File: config.mk
export PLATFORM = sky130hd
export DESIGN_NAME = bsh_sat
export DESIGN_NICKNAME = d
export VERILOG_FILES = /design/src/hw/rtl/bsh_pkg.sv /design/src/hw/rtl/bsh_sat.sv
export SDC_FILE = /design/constraint.sdc
export NUM_CORES = 1
export LEC_CHECK = 0
export BUFFER_PORTS_ARGS = -buffer_cell sky130_fd_sc_hd__buf_2
export CORE_MARGIN = 10
export CORE_UTILIZATION = 29
export DETAILED_ROUTE_END_ITERATION = 10
export GPL_TIMING_DRIVEN = 0
export PLACE_DENSITY = 0.53
export SYNTH_ARGS = -nofsm -noshare
export SYNTH_HDL_FRONTEND = slang
export SYNTH_SLANG_ARGS = --single-unit
File: constraint.sdc
create_clock -name vclk -period 4.8
set_input_delay 0.96 -clock vclk [all_inputs]
set_output_delay 0.96 -clock vclk [all_outputs]
set_load 0.02 [all_outputs]
File: src/hw/rtl/bsh_pkg.sv
// ----------------------------------------------------------------------------
// bsh_pkg
// Shared types and constants of the bilinear spline 2-D histogram.
// ----------------------------------------------------------------------------
`default_nettype none

package bsh_pkg;

    localparam int E_BINS_DEF     = 64;
    localparam int OMEGA_BINS_DEF = 64;
    localparam int ACC_WIDTH_DEF  = 48;

    localparam int BIN_W    = 48;
    localparam int FRAC_W   = 16;
    localparam int CFG_AW   = 5;
    localparam int USED_W   = 7;

    localparam logic [16:0] ONE_Q16 = 17'h10000;

    typedef enum logic [1:0] {
        STS_ADDED = 2'd0,
        STS_DROP  = 2'd1,
        STS_READ  = 2'd2,
        STS_RANGE = 2'd3
    } t_status;

    typedef enum logic [2:0] {
        REG_E_MIN      = 3'd0,
        REG_E_INV      = 3'd1,
        REG_O_MIN      = 3'd2,
        REG_O_INV      = 3'd3,
        REG_E_USED     = 3'd4,
        REG_O_USED     = 3'd5,
        REG_NORM       = 3'd6,
        REG_NONE       = 3'd7
    } t_reg;

    typedef enum logic [3:0] {
        ST_CLEAR,
        ST_IDLE,
        ST_MUL,
        ST_LOC,
        ST_SCALE,
        ST_UPD,
        ST_WB,
        ST_RCHK,
        ST_RWAIT,
        ST_DONE
    } t_state;

endpackage

`default_nettype wire

File: src/hw/rtl/bsh_sat.sv
// ----------------------------------------------------------------------------
// bsh_sat
// Saturating addition of one bin contribution to a stored bin.
// ----------------------------------------------------------------------------
`default_nettype none

module bsh_sat
    import bsh_pkg::*;
#(
    parameter int ACC_WIDTH = ACC_WIDTH_DEF
) (
    input  wire logic [ACC_WIDTH-1:0] i_old,
    input  wire logic [BIN_W-1:0]     i_inc,
    output logic      [ACC_WIDTH-1:0] o_new
);

    localparam int SW = ((ACC_WIDTH > BIN_W) ? ACC_WIDTH : BIN_W) + 1;

    logic signed [SW-1:0] w_sum;
    logic signed [SW-1:0] w_hi;
    logic signed [SW-1:0] w_lo;

    always_comb begin
        w_hi  = $signed({{(SW-ACC_WIDTH+1){1'b0}}, {(ACC_WIDTH-1){1'b1}}});
        w_lo  = ~w_hi;
        w_sum = $signed({{(SW-ACC_WIDTH){i_old[ACC_WIDTH-1]}}, i_old})
              + $signed({{(SW-BIN_W){i_inc[BIN_W-1]}}, i_inc});
        if (w_sum > w_hi) begin
            o_new = w_hi[ACC_WIDTH-1:0];
        end else if (w_sum < w_lo) begin
            o_new = w_lo[ACC_WIDTH-1:0];
        end else begin
            o_new = w_sum[ACC_WIDTH-1:0];
        end
    end

endmodule

`default_nettype wire

==> results of run 1 <==
## layout by cell type (no fill, tap or decap), drive strengths merged, types with 5 or more instances in the layout
cell type / Yosys / routed
nand2b: 7 / 7
a21o: 25 / 25
o21bai: 6 / 6
clkbuf: 13 / 11
o21ai: 44 / 44
ha: 48 / 48
xnor2: 22 / 22
nor2: 27 / 27
nor2b: 7 / 7
inv: 17 / 17
nand3: 9 / 9
nand2: 38 / 38
xor2: 22 / 22
nand4: 14 / 14
o211ai: 5 / 5
a21oi: 81 / 81
buf: 11 / 183
## worst max-delay path by stage
stage          startpoint         to  slack, ps  cells after the start
3_3_place_gp     i_old[0]  o_new[29]       -790                     16
6_report         i_old[1]  o_new[45]         20                     13
5_1_grt          i_inc[0]  o_new[17]       -160                     16
4_1_cts         i_old[10]  o_new[45]        -50                     14
2_1_floorplan    i_old[0]  o_new[10]         40                     14
3_5_place_dp     i_old[0]  o_new[14]       -790                     16
## logic make-up after synthesis
group / after synthesis / share of synthesized area
AO/OA/AOI/OAI: 190 / 0.392
AND/OR/NAND/NOR: 121 / 0.200
adder cells (fa/ha/maj): 52 / 0.216
XOR/XNOR: 44 / 0.130
buffers and inverters: 41 / 0.0577
multiplexers: 1 / 0.00332
## area by class of cell
cell class / count / share of cell area
Buffer: 22 / 0.0401
Inverter: 17 / 0.0127
Multi-Input combinational cell: 408 / 0.677
Tap cell: 136 / 0.0339
Timing Repair Buffer: 172 / 0.237
## Yosys cell counts, types with 8 or more instances
cell type   n
nand3_1     8
xor2_1     21
a21oi_1    80
a21o_1     25
o21ai_1    25
o21ai_0    18
nand2_1    38
xnor2_1    22
ha_1       48
nand4_1    14
inv_1      17
nor2_1     26
buf_2      10
clkbuf_1   13
## power by group
part | switching [mW] | internal, mW | total (mW)
registers | 0 | 0 | 0
clock network | 0 | 0 | 0
logic | 0.668 | 0.557 | 1.22
## timing repair
action	in CTS	in global routing
resized for setup	121	84
cloned	2	0
buffers inserted	20	6
endpoints found under the setup margin	47	47
pin swaps	28	24
## tightest hold or removal path, cell delays in order
cell	delay (ps)
buf_6	70
ha_4	110
a21oi_1	30
nor2_1	70
buf_4	140
## routing by layer
layer,vias up,global-route usage,part of all wire
li1,2017,-,-
met1,1824,0.193,0.44
met2,131,0.263,0.48
met3,14,0.0310,0.069
met4,0,0.0171,0.0099
met5,-,0,0
## stage by stage
| step | setup WS, ps | util | hold slack (ps) |
|---|---|---|---|
| after global routing | -159 | 0.491 | 2400 |
| after detailed placement | -790 | 0.382 | 2380 |
| after CTS | -51.9 | 0.449 | 2360 |
| after global placement | -793 | 0.382 | 2380 |
| after floorplan | 37.6 | - | 2280 |
| final | 20.1 | 0.491 | 2350 |
==> summary by stage, run 1 <==
Run status
The run finished with clean final reports.

Drt
Across all layers, the routed design uses roughly 4,000 vias. After the first detailed-routing iteration, the DRC count stood at between 200 and 250. Wires add up to between 10,000 and 15,000 um. After detailed routing, the number of remaining DRC violations is 0. The post-detailed-route via-to-cell ratio is 5.28.

The final routed wire length divided by cell count is between 15 and 20 um. The post-route antenna net violation count is 0. For this run, the detailed router's first-pass iteration total came to 4.

Power
After layout, the design draws a total of around 1.2 mW. The power density over the cells is ~240 nW/um^2. The cell leakage power is 2.28 nW.

The worst voltage drop across the vdd grid is 0.171 mV.

Placed design
Input and output buffers added on the ports amount to 144. The number of instances in the placed design is between 700 and 800. In this run the cell area measured after placement is just under 4000 um^2. The wire-length estimate of the detail-placed layout is roughly 10000 um. At the end of routability-driven placement, the weighted congestion stood at 0.901.

Global routing
In the global route stage, overall resource usage came out at 0.151. The first-pass GRT wire length is roughly 19,000 um. The largest net degree at the start of global routing is 11. The number of global-route vias before repair is around 4,100.

The initial antenna violation count came to 0. After global routing the overflow that remains totals 0.

Worst hold path
The worst min-delay path endpoint is o_new[0]. The worst hold path begins at i_old[0]. The class of the tightest hold or removal check is input port to output pin. The number of cells on the worst hold path is 5.

Final layout
The area of the multi-input gates is roughly 3400 um^2. There are 0 flip-flops and latches. The count of antenna diodes in the layout is 0. Counting the fill cells in the layout gives around 1,000. Across the whole layout, storage elements account for 0 um^2. The layout overhead on the synthesized area is 66.5%. The share of layout cells above drive strength 1 is 0.425. The layout clock buffer count is 0.

The final layout contains 766 nets. Excluding fillers, the count of instances in the completed layout stands at roughly 760. Summing all non-filler instances in the final layout gives an area of between 5000 and 6000 um^2.

Synth
The net count of the mapped netlist is roughly 590. The cell count after synthesis is 449. The synthesized area divided by synthesized cell count is roughly 6.7 um^2. The synthesis warning total is 0. The fraction of post-synthesis cell area in the top cell type by area is 0.199. Sorting the synthesized cells by area gives the leading types as ha_1, a21oi_1, xnor2_1. After synthesis the cells add up to 3010 um^2. Yosys mapped the design onto 57 distinct sky130hd cell types. Summed over all instances, the cell type with the most area after synthesis is ha_1. Of the synthesized area, sequential elements account for 0.

Setup path
The worst setup path is of the input port to output pin kind. Along the worst path, the maximum fanout reaches 3. The longest individual stage delay on the worst path is 380 ps.

The largest delay contributor family on the critical path is compound AO/OA/AOI/OAI gates. The signal on the critical path passes through buf_2 -> ha_1 -> a21o_1 -> and4_4 -> o31a_1 -> o211ai_4 -> nand3_4 -> a221oi_4 -> o21bai_2 -> a311oi_2 -> mux2i_1 -> maj3_2 -> buf_6. The data required time of the worst path is roughly 3800 ps. STA classifies the critical path startpoint as an input port.

The number of buffers and inverters on the critical path is 2. The arrival time at the worst endpoint is 3820 ps. The largest individual stage delay along the critical path comes from the cell a311oi_2.

The worst setup path is captured at an output pin.

Timing
The worst relative slew slack is 0.672. The final cycle utilization of the critical path is 0.996. Setup repair after global routing could not meet its margin everywhere. The final-report max-slew violation count is 0. The maximum clock frequency is about 0.21 GHz. At the pin with the least slew margin, the transition time is between 400 and 500 ps. The clock period minus worst slack is 4780 ps. The final hold violation count came to 0. The total of endpoints with negative setup slack in the final report is 0.

In the final timing run, aggregate negative setup slack is 0 ps.

Clock tree
In this run, post-CTS hold repair placed 0 buffers.

Die
The floorplan row count is 37. The height of the die is 122 um. During I/O placement, the number of pins put on the boundary was ~140. The width of the chip is roughly 120 um.

The floorplan die area is about 15,000 um^2. The core area is 10,200 um^2. The starting utilization of the core area is 0.295.

Run
Across the run, the number of max-cap violations was 0.
Note: power is estimated with default switching activity, not from simulation.
==> run 2, diff against run 1 <==
PLACE_DENSITY = 0.56   (was 0.53)
REMOVE_ABC_BUFFERS = 1   (was not set)
==> run 2 against run 1 <==
Combinational power is essentially flat; routed wire length grew 10%; flip-flop and latch count is the same; design area shrank 0.50%; non-clock buffer count shrank 12; die area is the same; maximum frequency shrank 2.0%; setup slack lost 98 ps; cell count shrank 1.2%; worst hold slack gained 19 ps; the flow now finishes with violations (negative setup slack); sequential share of layout area is the same.
==> summary by stage, run 2 (same netlist as run 1, synthesis figures left out) <==
Global routing
The overall global routing resource usage was 0.163 (+0.0113). The initial antenna violation count is 0 (unchanged). The number of global-route vias before repair is 4,059 (-1.3%).

The largest net degree at the start of global routing is 22 (+11). The total overflow reported by the global router came to 0 (unchanged). The first-pass GRT wire length is 20,300 um (+4.8%).

Run
The max-capacitance violation count is 0 (unchanged).

Final layout
The share of layout cells above drive strength 1 is 0.454 (+0.0292). The combined flip-flop and latch cell area was 0 um^2 (unchanged). The layout overhead on the synthesized area is 65.7%. The most common library cell in the layout ignoring fill and taps is buf_2. The library cells used most frequently in the layout, excluding fill and tap cells, are buf_2, a21oi_1, buf_4. The number of sequential cells in the layout is 0 (unchanged).

The layout clock buffer count is 0 (unchanged). The count of fill cells added during filler insertion is 1,004 (-2.7%). The net count of the finished layout is 757 (-1.2%). The count of antenna diodes in the layout was 0 (unchanged).

Placed design
The final estimated routing congestion in global placement is 0.860 (-4.6%). The HPWL reported at the end of detailed placement is 9620 um (-3.6%). The number of buffers added on ports is 144 (unchanged). The worst slack at placement is -1010 ps (-218 ps).

Setup path
The critical path startpoint category is an input port. The cell with the biggest individual delay on the critical path is a2111oi_4. The worst setup path is captured at an output pin.

The largest fanout on the critical path is 4 (+1). The cell that appears most often on the critical path is buf_4. The signal on the critical path passes through buf_8 -> ha_4 -> inv_2 -> fa_2 -> nor2b_2 -> o2111ai_2 -> a21o_1 -> a2111oi_4 -> buf_4 -> o211a_4 -> o21ai_4 -> o211ai_1 -> buf_4 -> nor2_2 -> o41ai_4 -> buf_4. The arrival time at the worst endpoint is 3920 ps (+100 ps). The worst setup path is of the input port to output pin kind. The data required time of the worst path was 3840 ps (about the same). The longest individual stage delay on the worst path came to 440 ps (+60 ps).

Timing
The setup TNS came to -193 ps (-193 ps). The clock period minus worst slack is 4880 ps (+97.6 ps). The total of endpoints with negative setup slack in the final report is 6 (+6). The final hold slack came to 2370 ps (+19.5 ps). Setup repair after global routing could not meet its margin everywhere. The final cycle utilization of the critical path came to 1.02 (+0.0203). The final hold violation count is 0 (unchanged). The setup slack after layout is -77.5 ps (-97.6 ps). The maximum clock frequency is 0.205 GHz (-2.0%). The final-report max-slew violation count is 0 (unchanged). The worst relative slew slack is 0.643 (-0.0287).

The transition time at the pin with the least slew margin was 530 ps (+43.0 ps).

Die
The height of the die was 122 um (unchanged). The floorplan die area is 14,900 um^2 (unchanged). The starting utilization of the core area is 0.295 (unchanged). The top-level port count is 144 (unchanged).

The width of the chip is 122 um (unchanged). The floorplan row count came to 37 (unchanged). The core area came to 10,200 um^2 (unchanged).

Worst hold path
The number of cells on the worst hold path is 5 (unchanged). The class of the tightest hold or removal check is input port to output pin.

Run status
The checks that failed: negative setup slack. The run finished, with violations left.

Drt
The residual DRC count is 0 (unchanged). The DRC marker count from the first detailed-route iteration is 173 (-21%). The final routed wirelength across all metal layers is 13,700 um (+10%). The post-detailed-route via-to-cell ratio is 5.37 (+1.6%). The final routed wire length divided by cell count was 18.3 um (+12%). The total via count in the routed design is 4,003 (+0.43%). The post-route antenna net violation count came to 0 (unchanged). The number of optimization iterations in the first detailed-route pass is 4 (unchanged).

Power
The worst voltage drop across the vdd grid came to 0.122 mV (-28%). The overall power of the completed layout is 1.22 mW (about the same). The cell leakage power is 2.23 nW (-2.0%). The power density over the cells was 245 nW/um^2 (+0.48%).
## run 2: per-stage QoR
step / std cells / instance area (um^2) / utilization
finish: 746 / 4990 / 0.488
global route: 746 / 4990 / 0.488
CTS: 734 / 4450 / 0.435
detailed placement: 706 / 3820 / 0.374
global placement: 705 / 3790 / 0.371
floorplan: 425 / 2900 / -
## run 2: final timing paths
check | start | endpoint | slack (ps)
worst max-delay path | i_inc[0] | o_new[46] | -80
worst min-delay path | i_old[0] | o_new[0] | 2370
## run 2: critical path, delay by kind of cell
| kind | cells | cell delay [ps] |
|---|---|---|
| compound gates | 7 | 1610 |
| buf+inv | 5 | 660 |
| fa+ha+maj | 2 | 470 |
| simple gates | 2 | 210 |
## run 2: power breakdown
part	switching (mW)	internal (mW)
clock network	0	0
registers	0	0
logic	0.682	0.542
## run 2: area by class of cell
class / count / area [um^2] / share of cell area
multi-input cells: 411 / 3440 / 0.688
repair buffers: 182 / 1320 / 0.265
well taps: 136 / 170 / 0.0341
inverters: 17 / 63.8 / 0.0128
## run 2: what timing repair did
| item | CTS | global route |
|---|---|---|
| cloned | 4 | 2 |
| endpoints found under the setup margin | 48 | 48 |
| setup buffers | 24 | 12 |
| gates resized for setup | 68 | 122 |
| hold buffers | 0 | 0 |
| pin swaps | 21 | 32 |
## run 2: per-layer routing
metal | routed length [um] | vias to the layer above | track usage | part of all wire
met5 | 0 | - | 0 | 0
met4 | 199 | 0 | 0.0127 | 0.015
met3 | 806 | 15 | 0.0236 | 0.059
met2 | 6360 | 121 | 0.282 | 0.47
met1 | 6290 | 1866 | 0.215 | 0.46
li1 | - | 2001 | - | -
